**src/rtl/rii_pkg.sv**
```systemverilog
// Shared types, constants and the breakpoint table of the refractive index interpolator.
// Used by every module under rtl; depends on nothing else.
`default_nettype none

package rii_pkg;

   // Table size: entries in use, entries stored, widest legal table.
   localparam int TABLE_ENTRIES = 33;
   localparam int BASE_ENTRIES  = 33;
   localparam int MAX_ENTRIES   = 64;
   localparam int ENT_IDX_W     = $clog2(MAX_ENTRIES);

   // Field widths of the table and of the results.
   localparam int WL_W    = 17;
   localparam int RE_W    = 22;
   localparam int IM_W    = 20;
   localparam int DEN_W   = WL_W + 1;
   localparam int FRAC_W  = 16;
   localparam int Q_W     = 18;
   localparam int QIM_W   = 16;

   // Scaling of table values (units of 1e-6) into Q16 with halves rounded up.
   localparam int HALF    = 500000;
   localparam int MICRO   = 1000000;
   localparam int MICRO_W = 20;

   // Datapath widths.
   localparam int PROD_RE_W = RE_W + WL_W;
   localparam int PROD_IM_W = IM_W + WL_W;
   localparam int NUM_W     = PROD_RE_W + 1;
   localparam int DVD_W     = NUM_W + FRAC_W + 1;
   localparam int DVS_W     = DEN_W + MICRO_W;

   typedef enum logic [1:0] {
      RS_INTERP = 2'd0,
      RS_BELOW  = 2'd1,
      RS_ABOVE  = 2'd2
   } range_status_type;

   // Breakpoint wavelengths in units of 0.0001 um.
   localparam logic [WL_W-1:0] BP_WL [BASE_ENTRIES] = '{
      17'd496,   17'd550,   17'd620,   17'd689,   17'd775,   17'd886,
      17'd1033,  17'd1240,  17'd1305,  17'd1378,  17'd1459,  17'd1550,
      17'd1771,  17'd1907,  17'd2066,  17'd2302,  17'd2652,  17'd2894,
      17'd3303,  17'd3610,  17'd4046,  17'd5460,  17'd10139, 17'd15295,
      17'd18131, 17'd24374, 17'd33026, 17'd35564, 17'd50000, 17'd60000,
      17'd70000, 17'd75000, 17'd75000
   };

   // Real index in units of 1e-6.
   localparam logic [RE_W-1:0] BP_RE [BASE_ENTRIES] = '{
      22'd733000,  22'd822000,  22'd859000,  22'd957000,  22'd1172000,
      22'd1265000, 22'd1475000, 22'd2330000, 22'd2092000, 22'd1904000,
      22'd1702000, 22'd1600000, 22'd1567000, 22'd1543000, 22'd1520000,
      22'd1500000, 22'd1490000, 22'd1480000, 22'd1475000, 22'd1469000,
      22'd1460000, 22'd1455000, 22'd1450000, 22'd1444000, 22'd1440000,
      22'd1430000, 22'd1411000, 22'd1404000, 22'd1342000, 22'd1266000,
      22'd1093000, 22'd902500,  22'd902500
   };

   // Extinction coefficient in units of 1e-6.
   localparam logic [IM_W-1:0] BP_IM [BASE_ENTRIES] = '{
      20'd325000, 20'd408000, 20'd585000, 20'd717000, 20'd808000,
      20'd861000, 20'd323000, 20'd56000,  20'd18900,  20'd5570,
      20'd32,     20'd0,      20'd0,      20'd0,      20'd0,
      20'd0,      20'd0,      20'd0,      20'd0,      20'd0,
      20'd0,      20'd0,      20'd0,      20'd0,      20'd0,
      20'd0,      20'd0,      20'd0,      20'd0,      20'd0,
      20'd0,      20'd0,      20'd0
   };

   // Entries past the stored table repeat the last stored entry.
   function automatic logic [ENT_IDX_W-1:0] ent_clamp(input logic [ENT_IDX_W-1:0] k);
      logic [ENT_IDX_W-1:0] top_idx;
      top_idx = ENT_IDX_W'(BASE_ENTRIES - 1);
      return (k > top_idx) ? top_idx : k;
   endfunction

   function automatic logic [WL_W-1:0] entry_wl(input logic [ENT_IDX_W-1:0] k);
      return BP_WL[ent_clamp(k)];
   endfunction

   function automatic logic [RE_W-1:0] entry_re(input logic [ENT_IDX_W-1:0] k);
      return BP_RE[ent_clamp(k)];
   endfunction

   function automatic logic [IM_W-1:0] entry_im(input logic [ENT_IDX_W-1:0] k);
      return BP_IM[ent_clamp(k)];
   endfunction

   // Segment found for one wavelength.
   typedef struct packed {
      logic [WL_W-1:0]      x;
      logic [ENT_IDX_W-1:0] seg;
      range_status_type     status;
   } locate_type;

   // End points and distances of the chosen segment.
   typedef struct packed {
      logic [RE_W-1:0]  a_re;
      logic [RE_W-1:0]  b_re;
      logic [IM_W-1:0]  a_im;
      logic [IM_W-1:0]  b_im;
      logic [WL_W-1:0]  d1;
      logic [WL_W-1:0]  d2;
      logic [DEN_W-1:0] den;
      range_status_type status;
   } opnd_type;

   // Partial products and the scaled segment width.
   typedef struct packed {
      logic [PROD_RE_W-1:0] p_are;
      logic [PROD_RE_W-1:0] p_bre;
      logic [PROD_IM_W-1:0] p_aim;
      logic [PROD_IM_W-1:0] p_bim;
      logic [DVS_W-1:0]     half;
      logic [DVS_W-1:0]     dvs;
      range_status_type     status;
   } prod_type;

   // Divider state: partial remainders, and registers that shift dividend bits
   // out at the top while quotient bits enter at the bottom.
   typedef struct packed {
      logic [DVS_W-1:0] rem_re;
      logic [DVS_W-1:0] rem_im;
      logic [Q_W-1:0]   acc_re;
      logic [Q_W-1:0]   acc_im;
      logic [DVS_W-1:0] dvs;
      range_status_type status;
   } div_type;

endpackage

`default_nettype wire

```
**src/rtl/rii_div_step.sv**
```systemverilog
// One restoring-division stage: one quotient bit for each index part.
// Depends on rii_pkg for the divider state type.
`default_nettype none

module rii_div_step (
   input  wire              clock,
   input  wire              en,
   input  rii_pkg::div_type din,
   output rii_pkg::div_type dout
);
   import rii_pkg::*;

   div_type step_ff, step_in;

   // Shift the next dividend bit into each remainder and subtract where it fits.
   always_comb begin
      logic [DVS_W:0] t_re;
      logic [DVS_W:0] t_im;
      logic           ge_re;
      logic           ge_im;
      t_re  = {din.rem_re, din.acc_re[Q_W-1]};
      t_im  = {din.rem_im, din.acc_im[Q_W-1]};
      ge_re = (t_re >= {1'b0, din.dvs});
      ge_im = (t_im >= {1'b0, din.dvs});
      if (ge_re) begin
         t_re = t_re - {1'b0, din.dvs};
      end
      if (ge_im) begin
         t_im = t_im - {1'b0, din.dvs};
      end
      step_in.rem_re = t_re[DVS_W-1:0];
      step_in.rem_im = t_im[DVS_W-1:0];
      step_in.acc_re = {din.acc_re[Q_W-2:0], ge_re};
      step_in.acc_im = {din.acc_im[Q_W-2:0], ge_im};
      step_in.dvs    = din.dvs;
      step_in.status = din.status;
   end

   always_ff @(posedge clock) begin
      if (en) begin
         step_ff <= step_in;
      end
   end

   assign dout = step_ff;

endmodule

`default_nettype wire

```
**config.mk**
```make
export PLATFORM = sky130hd
export DESIGN_NAME = rii_div_step
export DESIGN_NICKNAME = d
export VERILOG_FILES = /design/src/rtl/rii_pkg.sv /design/src/rtl/rii_div_step.sv
export SDC_FILE = /design/constraint.sdc
export NUM_CORES = 1
export LEC_CHECK = 0
export BUFFER_PORTS_ARGS = -buffer_cell sky130_fd_sc_hd__buf_2
export CELL_PAD_IN_SITES_DETAIL_PLACEMENT = 1
export CELL_PAD_IN_SITES_GLOBAL_PLACEMENT = 1
export CORE_UTILIZATION = 43
export CTS_CLUSTER_DIAMETER = 50
export DETAILED_ROUTE_END_ITERATION = 6
export PLACE_DENSITY_LB_ADDON = 0.3
export SYNTH_ARGS = -nofsm -noshare
export SYNTH_HDL_FRONTEND = slang
export SYNTH_SLANG_ARGS = --single-unit
```
**constraint.sdc**
```tcl
create_clock -name clock -period 4.6 [get_ports clock]
set_input_delay 0.23 -clock clock [delete_from_list [all_inputs] [get_ports clock]]
set_output_delay 0.23 -clock clock [all_outputs]
set_load 0.03 [all_outputs]
```
**Word level (Yosys, flattened, before mapping)**

Index checks and enable logic that the tools add are counted.

- Add/sub/neg operators: 2
- $lt $le $gt $ge: 2
- Multiplexer cells: 2

Operator list:

| operator | number |
|---|---|
| $ge 39x38->1 | 2 |
| $mux 38 | 2 |
| $sub 38x38->38 | 2 |

- Flip-flop bits (word level): 152
- Bits of input ports: 154
- Output and inout port bits: 152
- Word-level logic and storage cells: 12

**Depth between registers and ports, before layout**

- Depth after elaboration: 2
- Gate-level depth with buffers: 14
- Depth with buffers taken out: 13

**Worst setup path after synthesis**

OpenSTA, ideal clock, no wires.

- Kind: input to register
- Start point: input port din[75] (netlist bit)
- End point: register step_ff, in the netlist dout[146] (data pin)
- Library setup time: 0.258 ns
- Arrival time: 2.493 ns
- Required time: 4.342 ns
- Setup slack: 1.850 ns
- Stages on the path: 13
- Buffers on the path: 0
- Cell sequence: inv_1 -> ha_1 -> inv_1 -> fa_1 -> a21o_1 -> a221oi_2 -> a211oi_1 -> o221ai_1 -> o31ai_2 -> a31oi_1 -> o21ai_0 -> xnor2_1 -> a21oi_2

RTL lines:

| item | RTL line | text |
|---|---|---|
| start: declaration | rii_div_step.sv:8 | `input rii_pkg::div_type din,` |
| end signal: assignment | rii_div_step.sv:41 | `step_ff <= step_in;` |
| end: declaration | rii_div_step.sv:13 | `div_type step_ff, step_in;` |

==> summary.md <==
| Metric | Value |
|---|---|
| Crit-path max cell delay | 0.74 ns |
| Max reg flops | 152 |
| Residual DRC count | 0 |
| Ports | 306 |
| Synth top area share | 0.456 |
| Hold crit path type | input pin to flip-flop |
| Post-Route WL | 34.1 mm |
| Clock Tree Buf Depth | 2 |
| Overall Global Routing Usage | 0.285 |
| Largest net degree at the start of global routing | 71 |
| Clock power share | 0.314 |
| CP Data Required Time | 4.78 ns |
| Switching pwr | 0.00173 W |
| Initial DRT Pass Iterations | 5 |
| NumNets Final | 1,565 |
| Netlist cell types | 76 |
| P&R area growth vs syn | 30.4% |
| DRC marker count from the first detailed-route iteration | 473 |
| Final hold viol count | 0 |
| Syn Std Cell Area | 0.0100 mm² |
| Std cell rows | 55 |
| Crit end category | flip-flop |
| Vias in the first global route | 9,546 |
| Avg Inst Size Synth | 10.4 µm² |
| Chip height | 155 µm |
| Unrepaired setup endpoints after global routing | false |
| Register area share after synthesis | 0.456 |
| Lkg Pwr | 5.70 nW |
| Critical path class | input pin to flip-flop |
| Worst hold slack | 0.00639 ns |
| Syn Nets | 1,196 |
| Dpl hpwl | 25.5 mm |
| Count leader, synth | edfxtp_1 |
| Setup TNS | 0 ns |
| Yosys warns | 0 |
| Max-cap violations | 0 |
| Sw frac | 0.353 |
| Pwr Density | 375 mW/mm² |
| Post-synth EDFFs | 152 |
| Reg clk slew, reported paths | 0.06 ns |
| Starting Density | 0.441 |
| Vias post-DR | 9,108 |
| Total CTS buffers | 17 |
| Critical path launch point type | input pin |
| Die footprint | 0.0239 mm² |
| Wirelength per Cell | 20.9 µm |
| CTS-repair resized insts | 0 |
| Area leader, netlist | edfxtp_1 |
| VDD IR max | 0.000199 V |
| CTS Hold Bufs | 65 |
| Final max-slew violation count | 0 |
| Port Buffers | 305 |
| First-pass GRT wire length | 51.8 mm |
| CTS tree | yes |
| Critical path peak fanout | 31 |
| Final Critical Period | 3.85 ns |
| Least-Margin Pin Slew | 0.870 ns |
| Initial antenna violation count | 3 |
| Yosys reg bits | 152 |
| Root Driver | clkbuf_16 |
| Seq pwr share | 0.365 |
| Post-CTS Setup Inserts | 0 |
| Final setup fails | 0 |
| Routed Antenna Nets | 0 |
| Area contributors post-synth | edfxtp_1, ha_1, a21oi_1 |
| Worst-path cell chain | dlygate4sd3_1 > buf_2 > inv_1 > ha_1 > nor2b_1 > o2111ai_1 > a21boi_1 > o311ai_2 > nand3_2 > a31oi_4 > buf_4 > mux2_2 |
| Final Cycle Share | 0.838 |
| CP max stage cell | a31oi_4 |
| Max Freq | 0.260 GHz |
| Crit path arrival time | 4.04 ns |
| Rel. slew slack | 0.420 |
| Top cells by count, synth | edfxtp_1, nand2_1, a21oi_1 |
| Die width | 155 µm |
| Async SR Flop Fraction | 0 |
| Synth Instances | 964 |
| FILL cells | 2,600 |
| Comb power frac | 0.321 |
| Internal power | 0.00316 W |
| Core ar. | 0.0227 mm² |
| Cell family with most CP delay | compound AO/OA/AOI/OAI gates |
| Routed vias/inst | 5.57 |
| Crit path buffers/inverters | 4 |
| GPL Wtd Cong | 0.904 |
| Synth Flop Type | edfxtp_1 |
| Outcome | completed |
| Clock sinks | 152 |
| Grt total ovfl | 0 |
| H-tree levels | 4 |
| Layout cells sized above 1 | 0.297 |
## power groups by stage
stage | Clock, W | Sequential [W] | Combinational [W]
after global placement | 0 | 0.00181 | 0.00147
after global routing | 0.00160 | 0.00180 | 0.00168
after detailed placement | 0 | 0.00181 | 0.00150
after CTS | 0.00156 | 0.00178 | 0.00156
final | 0.00154 | 0.00179 | 0.00157
after floorplan | 0 | 0.00215 | 0.000702
## kinds of logic after synthesis
logic type      Yosys count  share of synthesized area
compound gates          294                      0.199
xor+xnor                 66                     0.0578
fa+ha+maj                78                     0.0990
buf+inv                  91                     0.0434
flops                   152                      0.456
mux                      15                     0.0195
simple gates            268                      0.126
## final cells by class
type	count	area, µm²	area share
sequential	152	4560	0.350
tap	285	357	0.0273
antenna	3	7.51	0.000575
clock buffer	17	425	0.0326
multi-input combinational	721	5010	0.384
inverter	64	240	0.0184
clock inverter	15	208	0.0159
timing repair buffer	377	2240	0.171
## path summary, 6_finish.rpt
path	start	end	slack (ns)	cells after the start
worst max-delay path	din[3]	dout[77]$_DFFE_PP_	0.75	12
worst min-delay path	din[43]	dout[44]$_DFFE_PP_	0.006	1
## layer usage
layer / GRT usage / wire, µm / vias up
met5: 0 / 0 / -
met4: 0.105 / 849 / 0
met3: 0.0429 / 1490 / 51
met2: 0.497 / 17000 / 283
met1: 0.356 / 14900 / 4443
li1: - / - / 4331
## per-stage QoR
stage / cells / cell area (µm²) / worst slack [ns] / power (W) / utilization
after floorplan: 964 / 10000 / 1.85 / 0.00285 / -
after global placement: 1534 / 11800 / 0.930 / 0.00328 / 0.518
after detailed placement: 1534 / 11800 / 0.867 / 0.00331 / 0.518
after CTS: 1631 / 13000 / 0.732 / 0.00490 / 0.574
after global routing: 1634 / 13000 / 0.515 / 0.00508 / 0.575
final: 1634 / 13000 / 0.746 / 0.00489 / 0.575
## layout by cell type, fill, tap and decap left out, drive strengths merged, types with 5 or more instances in the layout
master / instances
o31ai: 8
mux2: 15
a31oi: 12
nand4: 11
clkbuf: 17
a21o: 32
ha: 76
and3: 5
and2: 5
inv: 71
o21ai: 63
buf: 312
a211oi: 9
nand2b: 9
dlygate4sd3: 65
nor2b: 8
nor2: 73
o21bai: 13
nand2: 91
xor2: 26
o21a: 12
edfxtp: 152
nor3: 24
xnor2: 40
a21oi: 106
nand3: 16
nor4: 10
Power figures use the tool's default switching activity.
