[src/rtl/rii_pkg.sv]
// Shared types, constants and the breakpoint table of the refractive index interpolator.
// Used by every module under rtl; depends on nothing else.
`default_nettype none

package rii_pkg;

   // Table size: entries in use, entries stored, widest legal table.
   localparam int TABLE_ENTRIES = 33;
   localparam int BASE_ENTRIES  = 33;
   localparam int MAX_ENTRIES   = 64;
   localparam int ENT_IDX_W     = $clog2(MAX_ENTRIES);

   // Field widths of the table and of the results.
   localparam int WL_W    = 17;
   localparam int RE_W    = 22;
   localparam int IM_W    = 20;
   localparam int DEN_W   = WL_W + 1;
   localparam int FRAC_W  = 16;
   localparam int Q_W     = 18;
   localparam int QIM_W   = 16;

   // Scaling of table values (units of 1e-6) into Q16 with halves rounded up.
   localparam int HALF    = 500000;
   localparam int MICRO   = 1000000;
   localparam int MICRO_W = 20;

   // Datapath widths.
   localparam int PROD_RE_W = RE_W + WL_W;
   localparam int PROD_IM_W = IM_W + WL_W;
   localparam int NUM_W     = PROD_RE_W + 1;
   localparam int DVD_W     = NUM_W + FRAC_W + 1;
   localparam int DVS_W     = DEN_W + MICRO_W;

   typedef enum logic [1:0] {
      RS_INTERP = 2'd0,
      RS_BELOW  = 2'd1,
      RS_ABOVE  = 2'd2
   } range_status_type;

   // Breakpoint wavelengths in units of 0.0001 um.
   localparam logic [WL_W-1:0] BP_WL [BASE_ENTRIES] = '{
      17'd496,   17'd550,   17'd620,   17'd689,   17'd775,   17'd886,
      17'd1033,  17'd1240,  17'd1305,  17'd1378,  17'd1459,  17'd1550,
      17'd1771,  17'd1907,  17'd2066,  17'd2302,  17'd2652,  17'd2894,
      17'd3303,  17'd3610,  17'd4046,  17'd5460,  17'd10139, 17'd15295,
      17'd18131, 17'd24374, 17'd33026, 17'd35564, 17'd50000, 17'd60000,
      17'd70000, 17'd75000, 17'd75000
   };

   // Real index in units of 1e-6.
   localparam logic [RE_W-1:0] BP_RE [BASE_ENTRIES] = '{
      22'd733000,  22'd822000,  22'd859000,  22'd957000,  22'd1172000,
      22'd1265000, 22'd1475000, 22'd2330000, 22'd2092000, 22'd1904000,
      22'd1702000, 22'd1600000, 22'd1567000, 22'd1543000, 22'd1520000,
      22'd1500000, 22'd1490000, 22'd1480000, 22'd1475000, 22'd1469000,
      22'd1460000, 22'd1455000, 22'd1450000, 22'd1444000, 22'd1440000,
      22'd1430000, 22'd1411000, 22'd1404000, 22'd1342000, 22'd1266000,
      22'd1093000, 22'd902500,  22'd902500
   };

   // Extinction coefficient in units of 1e-6.
   localparam logic [IM_W-1:0] BP_IM [BASE_ENTRIES] = '{
      20'd325000, 20'd408000, 20'd585000, 20'd717000, 20'd808000,
      20'd861000, 20'd323000, 20'd56000,  20'd18900,  20'd5570,
      20'd32,     20'd0,      20'd0,      20'd0,      20'd0,
      20'd0,      20'd0,      20'd0,      20'd0,      20'd0,
      20'd0,      20'd0,      20'd0,      20'd0,      20'd0,
      20'd0,      20'd0,      20'd0,      20'd0,      20'd0,
      20'd0,      20'd0,      20'd0
   };

   // Entries past the stored table repeat the last stored entry.
   function automatic logic [ENT_IDX_W-1:0] ent_clamp(input logic [ENT_IDX_W-1:0] k);
      logic [ENT_IDX_W-1:0] top_idx;
      top_idx = ENT_IDX_W'(BASE_ENTRIES - 1);
      return (k > top_idx) ? top_idx : k;
   endfunction

   function automatic logic [WL_W-1:0] entry_wl(input logic [ENT_IDX_W-1:0] k);
      return BP_WL[ent_clamp(k)];
   endfunction

   function automatic logic [RE_W-1:0] entry_re(input logic [ENT_IDX_W-1:0] k);
      return BP_RE[ent_clamp(k)];
   endfunction

   function automatic logic [IM_W-1:0] entry_im(input logic [ENT_IDX_W-1:0] k);
      return BP_IM[ent_clamp(k)];
   endfunction

   // Segment found for one wavelength.
   typedef struct packed {
      logic [WL_W-1:0]      x;
      logic [ENT_IDX_W-1:0] seg;
      range_status_type     status;
   } locate_type;

   // End points and distances of the chosen segment.
   typedef struct packed {
      logic [RE_W-1:0]  a_re;
      logic [RE_W-1:0]  b_re;
      logic [IM_W-1:0]  a_im;
      logic [IM_W-1:0]  b_im;
      logic [WL_W-1:0]  d1;
      logic [WL_W-1:0]  d2;
      logic [DEN_W-1:0] den;
      range_status_type status;
   } opnd_type;

   // Partial products and the scaled segment width.
   typedef struct packed {
      logic [PROD_RE_W-1:0] p_are;
      logic [PROD_RE_W-1:0] p_bre;
      logic [PROD_IM_W-1:0] p_aim;
      logic [PROD_IM_W-1:0] p_bim;
      logic [DVS_W-1:0]     half;
      logic [DVS_W-1:0]     dvs;
      range_status_type     status;
   } prod_type;

   // Divider state: partial remainders, and registers that shift dividend bits
   // out at the top while quotient bits enter at the bottom.
   typedef struct packed {
      logic [DVS_W-1:0] rem_re;
      logic [DVS_W-1:0] rem_im;
      logic [Q_W-1:0]   acc_re;
      logic [Q_W-1:0]   acc_im;
      logic [DVS_W-1:0] dvs;
      range_status_type status;
   } div_type;

endpackage

`default_nettype wire

[src/rtl/rii_product.sv]
// Weighted sums of the interpolator: a multiply stage and a sum stage that
// forms the dividend and divisor. Depends on rii_pkg.
`default_nettype none

module rii_product (
   input  wire               clock,
   input  wire               en,
   input  rii_pkg::opnd_type opnd,
   output rii_pkg::div_type  dstart
);
   import rii_pkg::*;

   prod_type prod_ff, prod_in;
   div_type  dstart_ff, dstart_in;

   // Four weight products, plus the rounding offset and divisor from the width.
   always_comb begin
      prod_in.p_are  = PROD_RE_W'(opnd.a_re) * PROD_RE_W'(opnd.d2);
      prod_in.p_bre  = PROD_RE_W'(opnd.b_re) * PROD_RE_W'(opnd.d1);
      prod_in.p_aim  = PROD_IM_W'(opnd.a_im) * PROD_IM_W'(opnd.d2);
      prod_in.p_bim  = PROD_IM_W'(opnd.b_im) * PROD_IM_W'(opnd.d1);
      prod_in.half   = DVS_W'(opnd.den) * DVS_W'(HALF);
      prod_in.dvs    = DVS_W'(opnd.den) * DVS_W'(MICRO);
      prod_in.status = opnd.status;
   end

   always_ff @(posedge clock) begin
      if (en) begin
         prod_ff <= prod_in;
      end
   end

   // Dividend = numerator * 2^16 + rounding offset, split into the starting
   // remainder (upper bits) and the bits still to shift in (lower bits).
   always_comb begin
      logic [NUM_W-1:0] num_re;
      logic [NUM_W-1:0] num_im;
      logic [DVD_W-1:0] dvd_re;
      logic [DVD_W-1:0] dvd_im;
      num_re = NUM_W'(prod_ff.p_are) + NUM_W'(prod_ff.p_bre);
      num_im = NUM_W'(prod_ff.p_aim) + NUM_W'(prod_ff.p_bim);
      dvd_re = DVD_W'({num_re, FRAC_W'(0)}) + DVD_W'(prod_ff.half);
      dvd_im = DVD_W'({num_im, FRAC_W'(0)}) + DVD_W'(prod_ff.half);
      dstart_in.rem_re = DVS_W'(dvd_re[DVD_W-1:Q_W]);
      dstart_in.rem_im = DVS_W'(dvd_im[DVD_W-1:Q_W]);
      dstart_in.acc_re = dvd_re[Q_W-1:0];
      dstart_in.acc_im = dvd_im[Q_W-1:0];
      dstart_in.dvs    = prod_ff.dvs;
      dstart_in.status = prod_ff.status;
   end

   always_ff @(posedge clock) begin
      if (en) begin
         dstart_ff <= dstart_in;
      end
   end

   assign dstart = dstart_ff;

endmodule

`default_nettype wire

[config.mk]
export PLATFORM = sky130hd
export DESIGN_NAME = rii_product
export DESIGN_NICKNAME = d
export VERILOG_FILES = /design/src/rtl/rii_pkg.sv /design/src/rtl/rii_product.sv
export SDC_FILE = /design/constraint.sdc
export NUM_CORES = 2
export LEC_CHECK = 0
export ABC_AREA = 1
export BUFFER_PORTS_ARGS = -buffer_cell sky130_fd_sc_hd__buf_2
export CAP_MARGIN = 15
export CELL_PAD_IN_SITES_DETAIL_PLACEMENT = 1
export CELL_PAD_IN_SITES_GLOBAL_PLACEMENT = 2
export CORE_MARGIN = 2
export CORE_UTILIZATION = 39
export DETAILED_ROUTE_END_ITERATION = 8
export GPL_TIMING_DRIVEN = 1
export PLACE_DENSITY = 0.94
export SETUP_SLACK_MARGIN = 0.1
export SLEW_MARGIN = 20
export SYNTH_ARGS = -nofsm -noshare
export SYNTH_HDL_FRONTEND = slang
export SYNTH_SLANG_ARGS = --single-unit
[constraint.sdc]
create_clock -name clock -period 7.9 [get_ports clock]
set_input_delay 0.395 -clock clock [delete_from_list [all_inputs] [get_ports clock]]
set_output_delay 0.395 -clock clock [all_outputs]
set_load 0.02 [all_outputs]
[After elaboration in Yosys (flattened, before gate mapping)]
Cells that the tools add are included.
Operators by class
  multiply operators: 6
  add/sub/neg operators: 4
Operators by type and width (count)
  multiplier 22 x 17 -> 39 bit: 2
  multiplier 20 x 17 -> 37 bit: 2
  multiplier 18 x 14 -> 32 bit (second input constant): 2
  adder 56 x 37 -> 56 bit: 1
  adder 54 x 37 -> 55 bit: 1
  adder 39 x 39 -> 40 bit: 1
  adder 37 x 37 -> 38 bit: 1
Word-level totals
  register bits: 364
  output and inout port bits: 152
  word-level logic and storage cells: 23
  input bits: 140

[Depth between registers and ports, before layout]
  depth in word-level cells: 2
  gate-level depth with buffers: 29
  mapped depth without buffers: 27

[Worst setup path before layout]
No wires, ideal clock.
  kind: input-to-reg
  from: in opnd[107] (netlist bit)
  to: reg prod_ff[179] (netlist bit) (data pin)
  path slack: 1.980 ns
  setup time: 0.259 ns
  buffers on the path: 2
  stages: 25
  arrival: 5.661 ns
  required time: 7.641 ns
  cell sequence: clkbuf_1 -> clkbuf_1 -> nand2_1 -> fa_1 -> inv_1 -> fa_1 -> inv_1 -> fa_1 -> inv_1 -> fa_1 -> fa_1 -> inv_1 -> fa_1 -> inv_1 -> ha_1 -> a21o_1 -> nor2_1 -> o21ai_0 -> a21oi_1 -> inv_1 -> a21oi_1 -> inv_1 -> nand2_1 -> nand2_1 -> xor2_1
RTL lines
  start, declared: RTL line rii_product.sv:8  | input rii_pkg::opnd_type opnd,
  end signal, assigned: RTL line rii_product.sv:29  | prod_ff <= prod_in;
  end, declared: RTL line rii_product.sv:13  | prod_type prod_ff, prod_in;

==> impl_metrics.ini <==
[critical_path]
r2r_slack_ns = 3.40
endpoint = prod_ff[219]$_DFFE_PP_
crit_path_start_kind = primary input
critical_path_arrival_ns = 6.59
worstRegToRegCells = 26
cp_slowest_cell = fa_1
slowest_delay_ns = 0.60
rr_endpoint = dstart[107]$_DFFE_PP_
end_kind = register
r2r_start = prod_ff[78]$_DFFE_PP_
cp.required_ns = 8.24
critical_path.max_fanout = 24
cp_num_cells = 22
path_cells = buf_2, buf_4, nand2_1, fa_1, inv_1, fa_1, fa_1, fa_1, fa_1, inv_1, fa_1, inv_1, ha_1, a21oi_1, o21ai_0, o21bai_1, a21oi_1, inv_1, a21oi_2, inv_1, a21oi_1, xnor2_1
path_common_cell = fa_1
crit_type = primary input to register
worstSetupStartpoint = opnd[29]
critPathTopFamily = adder cells
path_buf_inv = 7

[clock_tree]
root_buffer = clkbuf_16
ctsResizeCount = 0
numCtsBuffers = 40
insertion_delay_ns = 0.64
cts_htree_levels = 2
clk_pin_slew_worst_paths_ns = 0.06
clkSinkCount = 299
cts_buffer_depth = 3
cts_tree = built
cts_setup_buffers = 0

[global_route]
grt_pass1_wl_mm = 362
grt_start_max_net_pins = 154
antenna_found_initial = 11
grt-ovfl-total = 0
grt_pass1_vias = 64856
track_usage_pct = 25.1

[routing]
met3_length_mm = 9.59
avgViaCountPerCell = 5.02
met1Wirelength_mm = 95.1
wl_met2_mm = 115
drcViolationCount = 0
drt.antenna.violating_nets = 0
detail_route.wl_per_cell_um = 20.1
vias = 56858
drt_pre_antenna_iters = 5
first_iter_violations = 2811
wl_mm = 227
top_layer = met5

[sta]
fin_tns_setup_ns = 0
tightestPinTransition_ns = 1.04
whs_ns = 0.0934
slew_violations = 0
finalCritPeriodShare_pct = 79.1
finalSetupViolCount = 0
clock.fmax_mhz = 160
rsz0062_at_grt = no
fin_ws_ns = 1.65
finClkSkew_ns = 0.0588
slew_headroom_pct = 30.7
period_needed_ns = 6.25
hold_violations = 0

[yosys]
synth_seq_area_share_pct = 12.8
synth_edf_count = 299
synth_top_area_share_pct = 34.3
synthCells = 8927
async_flop_share_pct = 0
yosys.area.top_type = fa_1
synth_flop_cell = edfxtp_1
synth_cell_types = 50
syn_area_mm2 = 0.0702
synth-seq-cells = 299
postSynthAreaPerCell_um2 = 7.87
synthTopCellsByArea = fa_1, inv_1, nand2_1
yosys_warnings = 0

[floorplanning]
coreArea_mm2 = 0.179
pin_count = 292
die_h_um = 428
die_area_mm2 = 0.184
fp.dieW_um = 428
start_util_pct = 39.3
row_count = 155

[worst_hold_path]
hp-class = primary input to register

[final_layout]
drive_above_1_share_pct = 5.77
final_nets = 10955
synthToLayoutAreaGrowth_pct = 6.49
final.fill_count = 21890
final_util_pct = 41.9

[placed_design]
hpwl_mm = 190
pre_cts_ws_ns = 1.06
portBuffers = 274
gp_congestion = 0.902

[job]
cap_violations = 0

[status]
outcome = finished, final reports clean
-- Yosys cell counts (15+ instances only) --
master    count
o21ai_0     128
nand2_1    2410
a31oi_1      15
nand4_1      32
xnor2_1      97
xor2_1      164
nand3_1     150
nor2_1      274
edfxtp_1    299
nor3_1       42
o21bai_1     24
a21oi_1     299
nor2_2       31
buf_4        39
inv_1      2481
nand2_2      47
clkbuf_1    338
fa_1       1205
a21o_1       33
ha_1        677
-- layer usage --
metal | track usage [%] | vias to the layer above
met5 | 0 | -
met4 | 7.60 | 2
met3 | 2.29 | 380
met2 | 45.5 | 1368
met1 | 31.4 | 29143
li1 | - | 25965
-- how the worst min path moves through the flow --
stage / startpoint / endpoint / cells after the start
2_1_floorplan: dstart_in[0]$_DFFE_PP_ / dstart[0]$_DFFE_PP_ / 0
3_3_place_gp: prod_ff[49]$_DFFE_PP_ / dstart[12]$_DFFE_PP_ / 0
3_5_place_dp: prod_ff[52]$_DFFE_PP_ / dstart[15]$_DFFE_PP_ / 0
4_1_cts: opnd[2] / prod_ff[45]$_DFFE_PP_ / 1
5_1_grt: opnd[2] / prod_ff[45]$_DFFE_PP_ / 1
6_report: opnd[2] / prod_ff[45]$_DFFE_PP_ / 1
-- per-stage QoR --
stage	cell area, um2	std cells
2_1_floorplan	70300	8943
3_3_place_gp	73500	11244
3_5_place_dp	73500	11244
4_1_cts	74800	11318
5_1_grt	74800	11321
6_report	74800	11325
-- what timing repair did --
| item | in CTS | in global routing |
|---|---|---|
| endpoints found under the hold margin | 2 | 0 |
| hold buffers | 2 | 0 |
| endpoints found under the setup margin | 0 | 0 |
-- state kept, by name (all words and copies together), names as in the netlist --
| register | count |
|---|---|
| prod_ff | 184 |
| dstart | 113 |
| dstart_in | 2 |
-- final cells by class --
class	instances	area [um2]	share of cell area [%]
inverters	2495	9370	12.5
multi-input cells	5772	50400	67.4
flip-flops and latches	299	8980	12.0
well taps	2355	2950	3.94
repair buffers	325	1810	2.42
clock inverters	24	234	0.313
clock buffers	48	1050	1.41
diodes	7	17.5	0.0234
-- cell usage in the layout (no fill, tap or decap), types with 8 or more instances in the layout --
master and instances:
a21boi_0 8, a21o_1 33, a21oi_1 299, a31oi_1 15, buf_2 273, buf_4 46, clkbuf_16 41, clkinv_2 8
conb_1 17, edfxtp_1 299, fa_1 1205, ha_1 677, inv_1 2481, inv_2 11, nand2_1 2410, nand2_2 47
nand3_1 150, nand3_2 11, nand3b_1 11, nand4_1 32, nor2_1 274, nor2_2 31, nor2_4 14, nor3_1 42
nor4_1 12, o211ai_1 14, o21ai_0 128, o21bai_1 24, xnor2_1 97, xor2_1 164
-- cell families after synthesis --
family / Yosys count / synth area share (%)
other cells: 1 / 0.00534
flops: 299 / 12.8
xor+xnor: 261 / 3.25
fa+ha+maj: 1882 / 46.4
simple gates: 3056 / 17.6
compound gates: 556 / 4.39
buf+inv: 2872 / 15.6
Power is left out: the tool's default activity adds up to more than one toggle a clock period on the data nets, which glitch-free logic cannot reach.
