==> src/rtl/rii_pkg.sv <==
// Shared types, constants and the breakpoint table of the refractive index interpolator.
// Used by every module under rtl; depends on nothing else.
`default_nettype none

package rii_pkg;

   // Table size: entries in use, entries stored, widest legal table.
   localparam int TABLE_ENTRIES = 33;
   localparam int BASE_ENTRIES  = 33;
   localparam int MAX_ENTRIES   = 64;
   localparam int ENT_IDX_W     = $clog2(MAX_ENTRIES);

   // Field widths of the table and of the results.
   localparam int WL_W    = 17;
   localparam int RE_W    = 22;
   localparam int IM_W    = 20;
   localparam int DEN_W   = WL_W + 1;
   localparam int FRAC_W  = 16;
   localparam int Q_W     = 18;
   localparam int QIM_W   = 16;

   // Scaling of table values (units of 1e-6) into Q16 with halves rounded up.
   localparam int HALF    = 500000;
   localparam int MICRO   = 1000000;
   localparam int MICRO_W = 20;

   // Datapath widths.
   localparam int PROD_RE_W = RE_W + WL_W;
   localparam int PROD_IM_W = IM_W + WL_W;
   localparam int NUM_W     = PROD_RE_W + 1;
   localparam int DVD_W     = NUM_W + FRAC_W + 1;
   localparam int DVS_W     = DEN_W + MICRO_W;

   typedef enum logic [1:0] {
      RS_INTERP = 2'd0,
      RS_BELOW  = 2'd1,
      RS_ABOVE  = 2'd2
   } range_status_type;

   // Breakpoint wavelengths in units of 0.0001 um.
   localparam logic [WL_W-1:0] BP_WL [BASE_ENTRIES] = '{
      17'd496,   17'd550,   17'd620,   17'd689,   17'd775,   17'd886,
      17'd1033,  17'd1240,  17'd1305,  17'd1378,  17'd1459,  17'd1550,
      17'd1771,  17'd1907,  17'd2066,  17'd2302,  17'd2652,  17'd2894,
      17'd3303,  17'd3610,  17'd4046,  17'd5460,  17'd10139, 17'd15295,
      17'd18131, 17'd24374, 17'd33026, 17'd35564, 17'd50000, 17'd60000,
      17'd70000, 17'd75000, 17'd75000
   };

   // Real index in units of 1e-6.
   localparam logic [RE_W-1:0] BP_RE [BASE_ENTRIES] = '{
      22'd733000,  22'd822000,  22'd859000,  22'd957000,  22'd1172000,
      22'd1265000, 22'd1475000, 22'd2330000, 22'd2092000, 22'd1904000,
      22'd1702000, 22'd1600000, 22'd1567000, 22'd1543000, 22'd1520000,
      22'd1500000, 22'd1490000, 22'd1480000, 22'd1475000, 22'd1469000,
      22'd1460000, 22'd1455000, 22'd1450000, 22'd1444000, 22'd1440000,
      22'd1430000, 22'd1411000, 22'd1404000, 22'd1342000, 22'd1266000,
      22'd1093000, 22'd902500,  22'd902500
   };

   // Extinction coefficient in units of 1e-6.
   localparam logic [IM_W-1:0] BP_IM [BASE_ENTRIES] = '{
      20'd325000, 20'd408000, 20'd585000, 20'd717000, 20'd808000,
      20'd861000, 20'd323000, 20'd56000,  20'd18900,  20'd5570,
      20'd32,     20'd0,      20'd0,      20'd0,      20'd0,
      20'd0,      20'd0,      20'd0,      20'd0,      20'd0,
      20'd0,      20'd0,      20'd0,      20'd0,      20'd0,
      20'd0,      20'd0,      20'd0,      20'd0,      20'd0,
      20'd0,      20'd0,      20'd0
   };

   // Entries past the stored table repeat the last stored entry.
   function automatic logic [ENT_IDX_W-1:0] ent_clamp(input logic [ENT_IDX_W-1:0] k);
      logic [ENT_IDX_W-1:0] top_idx;
      top_idx = ENT_IDX_W'(BASE_ENTRIES - 1);
      return (k > top_idx) ? top_idx : k;
   endfunction

   function automatic logic [WL_W-1:0] entry_wl(input logic [ENT_IDX_W-1:0] k);
      return BP_WL[ent_clamp(k)];
   endfunction

   function automatic logic [RE_W-1:0] entry_re(input logic [ENT_IDX_W-1:0] k);
      return BP_RE[ent_clamp(k)];
   endfunction

   function automatic logic [IM_W-1:0] entry_im(input logic [ENT_IDX_W-1:0] k);
      return BP_IM[ent_clamp(k)];
   endfunction

   // Segment found for one wavelength.
   typedef struct packed {
      logic [WL_W-1:0]      x;
      logic [ENT_IDX_W-1:0] seg;
      range_status_type     status;
   } locate_type;

   // End points and distances of the chosen segment.
   typedef struct packed {
      logic [RE_W-1:0]  a_re;
      logic [RE_W-1:0]  b_re;
      logic [IM_W-1:0]  a_im;
      logic [IM_W-1:0]  b_im;
      logic [WL_W-1:0]  d1;
      logic [WL_W-1:0]  d2;
      logic [DEN_W-1:0] den;
      range_status_type status;
   } opnd_type;

   // Partial products and the scaled segment width.
   typedef struct packed {
      logic [PROD_RE_W-1:0] p_are;
      logic [PROD_RE_W-1:0] p_bre;
      logic [PROD_IM_W-1:0] p_aim;
      logic [PROD_IM_W-1:0] p_bim;
      logic [DVS_W-1:0]     half;
      logic [DVS_W-1:0]     dvs;
      range_status_type     status;
   } prod_type;

   // Divider state: partial remainders, and registers that shift dividend bits
   // out at the top while quotient bits enter at the bottom.
   typedef struct packed {
      logic [DVS_W-1:0] rem_re;
      logic [DVS_W-1:0] rem_im;
      logic [Q_W-1:0]   acc_re;
      logic [Q_W-1:0]   acc_im;
      logic [DVS_W-1:0] dvs;
      range_status_type status;
   } div_type;

endpackage

`default_nettype wire

==> src/rtl/rii_locate.sv <==
// Segment search and operand selection: two pipeline stages of the interpolator.
// Depends on rii_pkg for the breakpoint table and the stage types.
`default_nettype none

module rii_locate (
   input  wire                          clock,
   input  wire                          en,
   input  wire logic [rii_pkg::WL_W-1:0] x,
   output rii_pkg::opnd_type             opnd
);
   import rii_pkg::*;

   locate_type loc_ff, loc_in;
   opnd_type   opnd_ff, opnd_in;

   // Range check and binary search for the first segment whose right end
   // is not below the wavelength.
   always_comb begin
      logic [ENT_IDX_W-1:0] pos;
      logic [ENT_IDX_W-1:0] cand;
      logic [ENT_IDX_W-1:0] seg_max;
      pos     = '0;
      seg_max = ENT_IDX_W'(TABLE_ENTRIES - 2);
      for (int s = ENT_IDX_W - 1; s >= 0; s--) begin
         cand = pos | ENT_IDX_W'(1 << s);
         if ((cand <= ENT_IDX_W'(TABLE_ENTRIES - 1)) && (entry_wl(cand) < x)) begin
            pos = cand;
         end
      end
      loc_in.x   = x;
      loc_in.seg = (pos > seg_max) ? seg_max : pos;
      if (x < entry_wl('0)) begin
         loc_in.status = RS_BELOW;
      end else if (x > entry_wl(ENT_IDX_W'(TABLE_ENTRIES - 1))) begin
         loc_in.status = RS_ABOVE;
      end else begin
         loc_in.status = RS_INTERP;
      end
   end

   always_ff @(posedge clock) begin
      if (en) begin
         loc_ff <= loc_in;
      end
   end

   // Pick both end entries and the distances. A clamped result or a
   // zero-width segment reduces to the left entry over a width of one.
   always_comb begin
      logic [ENT_IDX_W-1:0] ia;
      logic [ENT_IDX_W-1:0] ib;
      logic [WL_W-1:0]      a_wl;
      logic [WL_W-1:0]      b_wl;
      logic [WL_W-1:0]      d1;
      logic [WL_W-1:0]      d2;
      logic [DEN_W-1:0]     den;
      ia = loc_ff.seg;
      ib = loc_ff.seg + ENT_IDX_W'(1);
      if (loc_ff.status == RS_BELOW) begin
         ia = '0;
         ib = '0;
      end else if (loc_ff.status == RS_ABOVE) begin
         ia = ENT_IDX_W'(TABLE_ENTRIES - 1);
         ib = ENT_IDX_W'(TABLE_ENTRIES - 1);
      end
      a_wl = entry_wl(ia);
      b_wl = entry_wl(ib);
      d1   = (loc_ff.x >= a_wl) ? (loc_ff.x - a_wl) : '0;
      d2   = (b_wl >= loc_ff.x) ? (b_wl - loc_ff.x) : '0;
      den  = {1'b0, d1} + {1'b0, d2};
      if ((loc_ff.status != RS_INTERP) || (den == '0)) begin
         d1  = '0;
         d2  = WL_W'(1);
         den = DEN_W'(1);
      end
      opnd_in.a_re   = entry_re(ia);
      opnd_in.b_re   = entry_re(ib);
      opnd_in.a_im   = entry_im(ia);
      opnd_in.b_im   = entry_im(ib);
      opnd_in.d1     = d1;
      opnd_in.d2     = d2;
      opnd_in.den    = den;
      opnd_in.status = loc_ff.status;
   end

   always_ff @(posedge clock) begin
      if (en) begin
         opnd_ff <= opnd_in;
      end
   end

   assign opnd = opnd_ff;

endmodule

`default_nettype wire

==> config.mk <==
export PLATFORM = sky130hd
export DESIGN_NAME = rii_locate
export DESIGN_NICKNAME = d
export VERILOG_FILES = /design/src/rtl/rii_pkg.sv /design/src/rtl/rii_locate.sv
export SDC_FILE = /design/constraint.sdc
export NUM_CORES = 1
export LEC_CHECK = 0
export BUFFER_PORTS_ARGS = -buffer_cell sky130_fd_sc_hd__buf_4
export CORE_ASPECT_RATIO = 2
export CORE_MARGIN = 3
export CORE_UTILIZATION = 55
export CTS_CLUSTER_SIZE = 25
export DETAILED_ROUTE_END_ITERATION = 12
export PLACE_DENSITY = 0.76
export SLEW_MARGIN = 20
export SYNTH_ARGS = -nofsm -noshare
export SYNTH_HDL_FRONTEND = slang
export SYNTH_SLANG_ARGS = --single-unit
==> constraint.sdc <==
create_clock -name clock -period 12.6 [get_ports clock]
set_input_delay 1.26 -clock clock [delete_from_list [all_inputs] [get_ports clock]]
set_output_delay 1.26 -clock clock [all_outputs]
set_load 0.02 [all_outputs]
== Yosys cells after proc, flatten, opt, wreduce, memory -nomap -nowiden ==
Memories as Yosys holds them, arrays and structs flattened. A register that Yosys moved wholly into a read port is not among the register bits.
Cells that the tools add are included.

* Memories: 11
* Logic and storage cells: 103
* Register bits after elaboration: 79
* Memory bits (read-only): 12,992
* Bits of input ports: 19
* Output and inout bits: 138

* Mux-type cells: 34
* Eq/ne operators: 2
* Add/sub/neg operators: 4
* Bitwise gates (word level): 7
* Reductions and logical operators: 8
* Magnitude comparators: 30

{| class="wikitable"
|+ Memories
! name !! depth !! width !! read ports !! clocked after memory_dff !! wr ports !! line !! source
|-
| (no name shown) || 64 || 22 || 1 || 1 || 0 || rii_pkg.sv:84 || <nowiki>return BP_RE[ent_clamp(k)];</nowiki>
|-
| (no name shown) || 64 || 22 || 1 || 1 || 0 || rii_pkg.sv:84 ||
|-
| (no name shown) || 64 || 20 || 1 || 1 || 0 || rii_pkg.sv:88 || <nowiki>return BP_IM[ent_clamp(k)];</nowiki>
|-
| (no name shown) || 64 || 20 || 1 || 1 || 0 || rii_pkg.sv:88 ||
|-
| (no name shown) || 64 || 17 || 1 || 0 || 0 || rii_pkg.sv:80 || <nowiki>return BP_WL[ent_clamp(k)];</nowiki>
|-
| (no name shown) || 64 || 17 || 1 || 0 || 0 || rii_pkg.sv:80 ||
|-
| 5 more memories || n/a || n/a || n/a || n/a || n/a || n/a ||
|}

{| class="wikitable"
|+ Operators by type and width
! kind !! count
|-
| $mux W17 || 16
|-
| $lt A17 B17 Y1 || 5
|-
| $mux W6 || 12
|-
| $ge A7 B7 Y1 const B || 7
|-
| $not A6 Y7 || 7
|-
| $gt A6 B6 Y1 const B || 7
|-
| $ge A17 B17 Y1 || 2
|-
| $sub A17 B17 Y17 || 2
|-
| $le A6 B6 Y1 const B || 5
|-
| $add A17 B17 Y18 || 1
|-
| $logic_not A18 Y1 || 1
|-
| $gt A17 B17 Y1 const B || 1
|-
| $lt A17 B17 Y1 const A || 1
|-
| $lt A17 B9 Y1 const B || 1
|-
| $add A6 B1 Y6 const B || 1
|-
| $gt A6 B5 Y1 const B || 1
|-
| $logic_and A1 B1 Y1 || 5
|-
| $mux W5 || 1
|-
| $mux W2 || 2
|-
| $mux W4 || 1
|-
| $mux W3 || 1
|-
| $eq A2 B1 Y1 const B || 1
|-
| $eq A2 B2 Y1 const B || 1
|-
| $reduce_bool A2 Y1 || 1
|-
| 2 further kinds || 2
|}

== Longest topological paths before layout ==
Gate-level depths: netlist of run 1.

* Word-level depth: 48
* Gate-level depth with buffers: 59
* Depth with buffers taken out: 55

== Least setup slack after synthesis of run 1 ==
OpenSTA, ideal clock, no wires.

* Path type: input to register
* From: input port x[11] (netlist name)
* To: register loc_ff[2] (netlist name), data pin
* Data arrival time: 11,854 ps
* Stages: 57
* Slack: 616 ps
* Path buffers: 3
* Data required time: 12,471 ps
* Cells stage by stage: nor4_1 -> nand4_1 -> o22ai_1 -> nor2_1 -> inv_1 -> clkbuf_1 -> ha_1 -> nor3b_1 -> o311ai_0 -> a21oi_1 -> o21a_1 -> nand2_1 -> inv_1 -> ha_1 -> nand3_1 -> or4_1 -> or3_4 -> a31oi_4 -> [21 not listed] -> nor2_1 -> nand2_1 -> inv_1 -> ha_1 -> nand2_1 -> o21ai_0 -> nand2_1 -> o211ai_2 -> ha_1 -> a21o_1 -> a21o_1 -> a21o_1 -> a21o_1 -> a21o_1 -> a21o_1 -> a221oi_1 -> o21a_1 -> o21a_1

* Word-level cells in the longest chain between the ends: 48
* Elaborated cells between the ends (all ways): 53

{| class="wikitable"
|+ Ends and longest elaborated chain
! what !! line !! source
|-
| from (decl) || rii_locate.sv:8 || <nowiki>input wire logic [rii_pkg::WL_W-1:0] x,</nowiki>
|-
| $lt A17 B17 Y1 || rii_locate.sv:26 || <nowiki>if ((cand <= ENT_IDX_W'(TABLE_ENTRIES - 1)) && (entry_wl(cand) < x)) begin</nowiki>
|-
| $mux W6 || rii_locate.sv:26 ||
|-
| $gt A6 B6 Y1 || rii_pkg.sv:76 || <nowiki>return (k > top_idx) ? top_idx : k;</nowiki>
|-
| $mux W6 || rii_pkg.sv:76 ||
|-
| $not A6 Y7 (not written as such) || rii_pkg.sv:80 ||
|-
| $mem_v2 Z64 W17 || n/a ||
|-
| $mux W17 (not written as such) (2 in series) || rii_pkg.sv:80 ||
|-
| $lt A17 B17 Y1 || rii_locate.sv:26 ||
|-
| [30 not listed] || n/a ||
|-
| $mux W6 || rii_pkg.sv:76 ||
|-
| $not A6 Y7 (not written as such) || rii_pkg.sv:80 ||
|-
| $mem_v2 Z64 W17 || n/a ||
|-
| $mux W17 (not written as such) (2 in series) || rii_pkg.sv:80 ||
|-
| $lt A17 B17 Y1 || rii_locate.sv:26 ||
|-
| $logic_and A1 B1 Y1 || rii_locate.sv:26 ||
|-
| $mux W1 || rii_locate.sv:26 ||
|-
| $gt A6 B5 Y1 || rii_locate.sv:31 || <nowiki>loc_in.seg = (pos > seg_max) ? seg_max : pos;</nowiki>
|-
| to (signal assigned) || rii_locate.sv:43 || <nowiki>loc_ff <= loc_in;</nowiki>
|-
| to (decl) || rii_locate.sv:13 || <nowiki>locate_type loc_ff, loc_in;</nowiki>
|}

Parallel ways exist; a longest one is shown, timed or not. The select of a mux whose other input is x is not followed.
A chain may end at the register's enable or synchronous reset.

== Final worst setup path of run 1 ==
Ends and elaborated chain as after synthesis.

==> metrics, run 1 <==
sequential power share=between 20% and 30%; Tightest Pin Transition=roughly 1.1 ns; grt ovf=0; Mapped Area=~14,000 sq um; reg2reg setup slack=~2.6 ns; Nets=roughly 1,900; # fillers=2,127; WHS=between 0.8 and 0.9 ns; Synth Flop Type=edfxtp_1; Hold Violations, Final=0; internal power=around 1.4 mW; Hold Crit Class=reg2reg; capturing point of the worst reg2reg path=opnd[31]; H-tree depth=4; Antenna Cells=0; pin count of the biggest net entering global routing=82; port buffer count=150; final-report setup violation count=0; register area share after synthesis=34.1%; Clock power frac=23.1%; top cells by area, synth=edfxtp_1, ha_1, nand2_1; skew final=~0.01 ns; Worst Reg-to-Reg Cells=31; vias=between 10,000 and 15,000; RSZ-0062 raised after global routing=false; period utilisation layout=between 90% and 100%; Area growth, synth to finish=15.2%; Worst-Skew Late Latency=0.45 ns; minimum clock period=~12 ns; crit path DAT=roughly 12 ns; GPL Wtd Cong=about 1.0; crit-path max cell delay=approximately 0.58 ns; overall routing resource usage=about a third; TritonRoute pass-1 iters=7; vias in the first global route=approximately 13,000; Switch Pwr=a little under 1 mW; clock sink total=157; EDFF count, synth=~160; mean post-synth cell area=roughly 8.5 sq um; worst-path fanout max=8; end of the critical path=loc_ff[2]; TritonCTS clock tree=built; TritonCTS Buffers=17; status=complete, no violations; Logic pwr share=between 40% and 50%; critical path type=in2reg; number of distinct library cells after synthesis=77; CP Capture Type=register; PwrDens=151 nW/um^2; CP Data Required Time=12.92 ns; YS warnings=0; share of cells above drive strength 1=13.7%; Root Driver=clkbuf_16; r2r startpoint=loc_ff[3]; core area=24,600 sq um; hpwl dp=between 30 and 40 mm; row cnt=81; initial antenna violation count=0; Peak VDD IR=82.6 uV; Die Span X=118 microns; remaining antenna violation count=0; Die Footprint=between 20,000 and 30,000 sq um; Die Ht=between 200 and 250 microns; Vias/cell=6.50; most used cell, CP=a21o_1; slew margin rel.=between 20% and 30%; Place WS=roughly 0.25 ns; Initial DRC Count=between 1,500 and 2,000; DRC viols=0; Worst-path clk slew=approximately 0.06 ns; ys async rst share=0%; Clock Tree Buf Depth=2; Synth Instances=between 1,500 and 2,000; Setup crit start kind=input pin; Slowest-stage cell, CP=o21ai_0; drt total wl=between 40 and 50 mm; first-pass GRT wire length=around 73 mm; WL/cell=roughly 23 microns; final worst slack=~0.77 ns; I/O pin count=approximately 160; dominant cell type by area after synthesis=edfxtp_1; max-cap viol count=0; Setup crit start=x[11]; Max Fclk=84.6 MHz; synthesized flop and latch total=157; max-slew violation count=0; Initial Utilization=56.1%; leak pwr=around 7.0 nW; Setup TNS=0 ns; post-synth top area share=approximately a third; Net Sw Frac=between 40% and 50%
-- worst min-delay path by stage --
stage / from / endpoint / slack, ns / cells after the start
finish: loc_ff[1] / opnd[1] / 0.86 / 0
global route: loc_ff[1] / opnd[1] / 0.87 / 0
CTS: loc_ff[0] / opnd[0] / 0.87 / 0
detailed placement: loc_ff[0] / opnd[0] / 0.87 / 0
global placement: loc_ff[1] / opnd[1] / 0.85 / 0
floorplan: loc_ff[0] / opnd[0] / 0.42 / 0
-- cells in the mapped netlist (16+ instances only) --
| cell type | instances |
|---|---|
| xor2_1 | 18 |
| a21o_1 | 46 |
| ha_1 | 154 |
| edfxtp_1 | 157 |
| a21oi_1 | 131 |
| nand4_1 | 20 |
| nand2b_1 | 21 |
| o211ai_1 | 16 |
| nor2_1 | 173 |
| a211oi_1 | 24 |
| and2_1 | 18 |
| nand3_1 | 41 |
| nand2_1 | 178 |
| inv_1 | 87 |
| a221oi_1 | 17 |
| clkbuf_1 | 77 |
| nor3_1 | 43 |
| xnor2_1 | 33 |
| nor2b_1 | 19 |
| o21ai_0 | 113 |
-- final cells by class --
class | count | area [sq um] | share of cell area, %
tap | 332 | 415 | 2.61
clock inverter | 14 | 191 | 1.20
inverter | 88 | 330 | 2.08
timing repair buffer | 191 | 1440 | 9.03
sequential | 157 | 4710 | 29.6
multi-input combinational | 1288 | 8400 | 52.8
clock buffer | 17 | 425 | 2.67
-- timing repair --
action	CTS	global route
buffers inserted	0	0
hold buffers	0	0
gates resized for setup	0	2
endpoints found under the hold margin	0	0
endpoints found under the setup margin	0	1
-- through the flow --
stage          area (sq um)  std cells  util (%)  power, mW
2_1_floorplan         13800       1633         -       1.46
3_5_place_dp          15300       2056      62.1       1.82
6_report              15900       2087      64.6       2.40
3_3_place_gp          15300       2056      62.1       1.81
5_1_grt               15900       2087      64.6       2.52
4_1_cts               15900       2087      64.6       2.38
-- flip-flops by register name, summed over array words and instances, names as in the netlist --
| register | cells |
|---|---|
| opnd | 132 |
| loc_ff | 25 |
-- layer usage --
metal	share of wire [%]	vias to the layer above	GRT usage [%]
li1	-	6212	-
met1	33	6318	36.1
met2	52	779	62.4
met3	6.5	256	5.22
met4	9.1	0	26.1
met5	0	-	0
-- placed cells by master (no fill, tap or decap), types with 20 or more instances in the layout --
master	n
a211oi_1	24
a21o_1	46
a21oi_1	130
buf_4	190
edfxtp_1	157
ha_1	154
inv_1	87
nand2_1	178
nand2b_1	20
nand3_1	41
nand4_1	20
nor2_1	172
nor3_1	43
o21ai_0	113
xnor2_1	33
-- power groups by stage --
stage | clock, mW | combinational, mW | sequential, mW
floorplan | 0 | 0.728 | 0.731
global placement | 0 | 1.13 | 0.683
detailed placement | 0 | 1.14 | 0.685
CTS | 0.557 | 1.15 | 0.674
global route | 0.576 | 1.26 | 0.679
finish | 0.553 | 1.17 | 0.674
-- worst max-delay path, delay by kind of cell --
family                     cells  cell delay, ns
buffers and inverters          6            0.91
and+or+nand+nor               15            2.38
AOI/OAI and AO/OA             26            5.38
adders and majority gates      7            2.18
-- cell families after synthesis --
| group | Yosys count | share of synthesized area (%) |
|---|---|---|
| buf+inv | 188 | 5.40 |
| simple gates | 577 | 19.4 |
| compound gates | 489 | 23.1 |
| other cells | 1 | 0.0271 |
| mux | 3 | 0.217 |
| fa+ha+maj | 159 | 14.5 |
| flops | 157 | 34.1 |
| xor+xnor | 51 | 3.23 |
Power figures use the tool's default switching activity.
==> inputs of run 2 (changes only) <==
--- a/config.mk
+++ b/config.mk
@@ -6,9 +6,10 @@
 export NUM_CORES = 1
 export LEC_CHECK = 0
 export BUFFER_PORTS_ARGS = -buffer_cell sky130_fd_sc_hd__buf_4
-export CORE_ASPECT_RATIO = 2
+export CORE_ASPECT_RATIO = 1.4
 export CORE_MARGIN = 3
 export CORE_UTILIZATION = 55
+export CTS_BUF_LIST = sky130_fd_sc_hd__clkbuf_16
 export CTS_CLUSTER_SIZE = 25
 export DETAILED_ROUTE_END_ITERATION = 12
 export PLACE_DENSITY = 0.76
==> metrics, run 2 (synthesis results as in run 1) <==
max-cap viol count=0 (unchanged); Worst-Skew Late Latency=0.45 ns (about the same); worst-path fanout max=16 (+8); remaining antenna violation count=0 (unchanged); Tightest Pin Transition=1.03 ns (-0.0345 ns); reg2reg setup slack=2.01 ns (-0.62 ns); TritonCTS Buffers=17 (unchanged); Max Fclk=86.2 MHz (+2.0%); register area=4710 sq um (unchanged); first-pass GRT wire length=71.2 mm (-2.4%); Peak VDD IR=110 uV (+33%); sequential power share=28.8% (+0.7 points); RSZ-0062 raised after global routing=false; I/O pin count=157 (unchanged); Switch Pwr=968 uW (-2.6%); skew final=0.0149 ns (+0.00492 ns); Die Footprint=27,100 sq um (-0.33%); Clock Tree Buf Depth=2 (unchanged); final-report setup violation count=0 (unchanged); DRC viols=0 (unchanged); PostCTS Resize Cnt=0 (unchanged); Antenna Cells=0 (unchanged); Initial DRC Count=1,994 (+19%); CP Capture Type=register; crit path DAT=11.91 ns (-0.24 ns); core area=24,700 sq um (+0.19%); Post-CTS Hold Fix Bufs=0 (unchanged); CP Data Required Time=12.92 ns (about the same); internal power=1.38 mW (-2.0%); vias=13,400 (-1.1%); Root Driver=clkbuf_16; overall routing resource usage=33.0% (-1.8 points); Worst-path clk slew=0.06 ns (about the same); Net Sw Frac=41.3% (-0.15 points); grt ovf=0 (unchanged); Hold Crit Class=reg2reg; area occupied by multi-input gates=8390 sq um (-0.13%); port buffer count=150 (unchanged); hpwl dp=33.6 mm (-8.0%); critical path type=in2reg; most common cell after layout, fill and taps aside=buf_4; vias in the first global route=12,800 (-1.8%); Die Ht=194 microns (-16%); status=complete, no violations; period utilisation layout=92.0% (-1.8 points); initial antenna violation count=0 (unchanged); Clock power frac=22.3% (-0.8 points); clock sink total=157 (unchanged); Area growth, synth to finish=14.6%; Inst Count DP=2,037 (-0.92%); Initial Utilization=56.0% (-0.11 points); pin count of the biggest net entering global routing=86 (+4.9%); Setup TNS=0 ns (unchanged); max-slew violation count=0 (unchanged); TritonCTS clock tree=built; max reg flops=132 (unchanged); Logic pwr share=48.9% (about the same); slew margin rel.=31.5% (+3.2 points); H-tree depth=4 (unchanged); crit-path max cell delay=0.52 ns (-0.06 ns); Post-CTS Setup Inserts=0 (unchanged); minimum clock period=11.60 ns (-0.229 ns); Layout Cells excl Fill=2,067 (-0.96%); # fillers=2,179 (+2.4%); TritonRoute pass-1 iters=6 (-1); Die Span X=140 microns (+19%); row cnt=68 (-16%); Hold Violations, Final=0 (unchanged); WL/cell=22.0 microns (-4.8%); Setup crit start kind=input pin; leak pwr=6.95 nW (-0.43%); share of cells above drive strength 1=13.2% (-0.43 points); drt total wl=45.6 mm (-5.7%); PwrDens=148 nW/um^2 (-1.7%); GPL Wtd Cong=1.01 (-2.3%); most frequent cells in the layout=buf_4, nand2_1, nor2_1; Nets=1,917 (-0.10%); most used cell, CP=a21o_1; Vias/cell=6.49 (-0.13%); Slowest-stage cell, CP=a221oi_1
run 2: changes by cell type in the layout (fill, tap and decap cells not counted), sizes merged:
cell,previous run,this run
bufinv,4,3
clkinvlp,0,1
buf,191,189
inv,90,89
run 2: path summary, 6_finish.rpt:
kind | startpoint | to | cells past startpoint
hold / removal | loc_ff[1] | opnd[1] | 0
hold reg to reg | loc_ff[1] | opnd[1] | 0
setup / recovery | x[11] | loc_ff[2] | 55
setup reg to reg | loc_ff[3] | opnd[31] | 30
run 2: metrics by stage:
stage               setup slack (ns)  cell area, sq um  power [mW]  utilization [%]  hold slack [ns]
floorplan                      0.616             13800        1.46                -            0.424
global placement               0.786             15300        1.79             61.8            0.755
detailed placement             0.700             15300        1.80             61.8            0.796
CTS                             1.14             15800        2.32             64.2            0.809
global route                   0.143             15800        2.47             64.2            0.861
finish                          1.00             15800        2.35             64.2            0.818
run 2: power groups by stage:
stage	combinational [mW]	sequential (mW)	clock, mW
2_1_floorplan	0.728	0.731	0
3_3_place_gp	1.10	0.684	0
3_5_place_dp	1.11	0.686	0
4_1_cts	1.12	0.676	0.525
5_1_grt	1.25	0.680	0.548
6_report	1.15	0.676	0.523
run 2: routing by layer:
metal / wire [microns] / track usage [%] / part of all wire [%] / vias up
met5: 0 / 0 / 0 / -
met4: 2730 / 18.1 / 6.0 / 0
met3: 3630 / 5.39 / 8.0 / 197
met2: 21900 / 54.4 / 48 / 813
met1: 17300 / 41.1 / 38 / 6205
li1: - / - / - / 6203
run 2: worst max-delay path: cells and delay by family:
kind | cells | cell delay [ns]
and+or+nand+nor | 14 | 1.85
buffers and inverters | 6 | 1.15
AOI/OAI and AO/OA | 28 | 5.89
adders and majority gates | 7 | 1.72
run 2: cell type report:
type                            count  area share (%)
Sequential cell                   157            29.8
Timing Repair Buffer              189            8.99
Clock buffer                       17            2.69
Inverter                           88            2.09
Tap cell                          315            2.49
Multi-Input combinational cell   1288            53.0
Clock inverter                     13           0.949
==> inputs of run 3 (changes only) <==
--- a/config.mk
+++ b/config.mk
@@ -9,7 +9,6 @@
 export CORE_ASPECT_RATIO = 1.4
 export CORE_MARGIN = 3
 export CORE_UTILIZATION = 55
-export CTS_BUF_LIST = sky130_fd_sc_hd__clkbuf_16
 export CTS_CLUSTER_SIZE = 25
 export DETAILED_ROUTE_END_ITERATION = 12
 export PLACE_DENSITY = 0.76
==> metrics, run 3 (synthesis results as in run 1) <==
port buffer count=150 (unchanged); sequential power share=28.8% (about the same); most common cell after layout, fill and taps aside=buf_4; WP buf/inv=6 (unchanged); Initial DRC Count=1,995 (+0.050%); PwrDens=148 nW/um^2 (about the same); top routing layer in use=met4; hpwl dp=33.6 mm (unchanged); Worst-path clk slew=0.06 ns (about the same); skew final=0.0158 ns (+0.000860 ns); remaining antenna violation count=0 (unchanged); row cnt=68 (unchanged); GPL Wtd Cong=1.01 (unchanged); H-tree depth=4 (unchanged); Die Footprint=27,100 sq um (unchanged); Area growth, synth to finish=14.6% (unchanged); DRT met1 WL=17.3 mm (about the same); Root Driver=clkbuf_16; Final Power=2.35 mW (about the same); max reg flops=132 (unchanged); share of cells above drive strength 1=13.2% (unchanged); TritonCTS clock tree=built; Clock Tree Buf Depth=2 (unchanged); Setup TNS=0 ns (unchanged); RSZ-0062 raised after global routing=false; Antenna Cells=0 (unchanged); period utilisation layout=92.1% (about the same); # fillers=2,179 (unchanged); Worst-Skew Late Latency=0.45 ns (about the same); Max Fclk=86.1 MHz (about the same); first-pass GRT wire length=71.2 mm (unchanged); WL met3=3.67 mm (+1.0%); overall routing resource usage=33.0% (unchanged); Nets=1,917 (unchanged); crit-path max cell delay=0.52 ns (about the same); internal power=1.38 mW (about the same); minimum clock period=11.61 ns (+0.0115 ns); grt ovf=0 (unchanged); max-slew violation count=0 (unchanged); most used cell, CP=a21o_1; Clock power frac=22.3% (about the same); Layout Utilization=64.2% (unchanged); worst-path fanout max=16 (unchanged); pin count of the biggest net entering global routing=86 (unchanged); Hold Crit Class=reg2reg; Die Ht=194 microns (unchanged); drt total wl=45.6 mm (about the same); vias=13,500 (+0.62%); CP delay by family, top=compound AO/OA/AOI/OAI gates; vias in the first global route=12,800 (unchanged); critical path type=in2reg; CP Data Required Time=12.92 ns (about the same); Slowest-stage cell, CP=a221oi_1; max-cap viol count=0 (unchanged); TritonRoute pass-1 iters=6 (unchanged); Hold Violations, Final=0 (unchanged); Post-CTS Setup Inserts=0 (unchanged); Setup crit start kind=input pin; Post-CTS Hold Fix Bufs=0 (unchanged); Vias/cell=6.53 (+0.62%); WL/cell=22.0 microns (about the same); initial antenna violation count=0 (unchanged); Net Sw Frac=41.2% (about the same); WHS=0.817 ns (-0.00113 ns); Switch Pwr=967 uW (about the same); TritonCTS Buffers=17 (unchanged); slew margin rel.=30.8% (-0.64 points); DRC viols=0 (unchanged); CP Capture Type=register; core area=24,700 sq um (unchanged); Initial Utilization=56.0% (unchanged); most frequent cells in the layout=buf_4, nand2_1, nor2_1; leak pwr=6.94 nW (about the same); Peak VDD IR=109 uV (-0.38%); metal2 WL=21.9 mm (about the same); Die Span X=140 microns (unchanged); status=complete, no violations; clock sink total=157 (unchanged); crit path DAT=11.93 ns (+0.02 ns); I/O pin count=157 (unchanged); Tightest Pin Transition=1.04 ns (+0.00960 ns); PostCTS Resize Cnt=0 (unchanged); final-report setup violation count=0 (unchanged); Logic pwr share=48.9% (about the same)
==> run 3: changes by cell type in the layout (fill, tap and decap cells not counted) <==
cell      delta
inv_1        -1
clkbuf_1     +1
==> run 3: worst reg2reg max path, delay by kind of cell, from the launching register on <==
kind / cells / cell delay (ns)
AOI/OAI and AO/OA: 14 / 4.86
xor gates and xnor gates: 1 / 0.14
adders and majority gates: 5 / 1.75
buffers and inverters: 3 / 1.11
DFF: 1 / 0.80
and+or+nand+nor: 7 / 1.65
==> run 3: power by group through the flow <==
stage               registers [mW]  logic, mW  clock network [mW]
floorplan                    0.731      0.728                   0
finish                       0.676       1.15               0.524
CTS                          0.676       1.12               0.526
global placement             0.684       1.10                   0
global route                 0.680       1.25               0.548
detailed placement           0.686       1.11                   0
==> run 3: final cells by class <==
class                   count  area (sq um)  area share, %
multi-input cells        1288          8390           53.0
clock buffers              18           429           2.71
flip-flops and latches    157          4710           29.8
repair buffers            189          1420           8.99
clock inverters            12           146          0.925
inverters                  88           330           2.09
well taps                 315           394           2.49
==> run 3: worst paths after layout <==
| path | startpoint | endpoint | slack, ns | cells past startpoint |
|---|---|---|---|---|
| setup / recovery | x[11] | loc_ff[2] | 0.99 | 55 |
| hold / removal | loc_ff[1] | opnd[1] | 0.82 | 0 |
| setup reg to reg | loc_ff[3] | opnd[31] | 2.03 | 30 |
| hold reg to reg | loc_ff[1] | opnd[1] | 0.82 | 0 |
==> run 3: through the flow <==
step	setup WS (ns)	instance area, sq um	instances
final	0.992	15800	2067
after global routing	0.143	15800	2067
after CTS	1.14	15800	2067
after detailed placement	0.700	15300	2037
after global placement	0.786	15300	2037
after floorplan	0.616	13800	1633
==> run 3: metal layers <==
| layer | track usage [%] | up-vias |
|---|---|---|
| met5 | 0 | - |
| met4 | 18.1 | 0 |
| met3 | 5.39 | 203 |
| met2 | 54.4 | 840 |
| met1 | 41.1 | 6249 |
| li1 | - | 6209 |
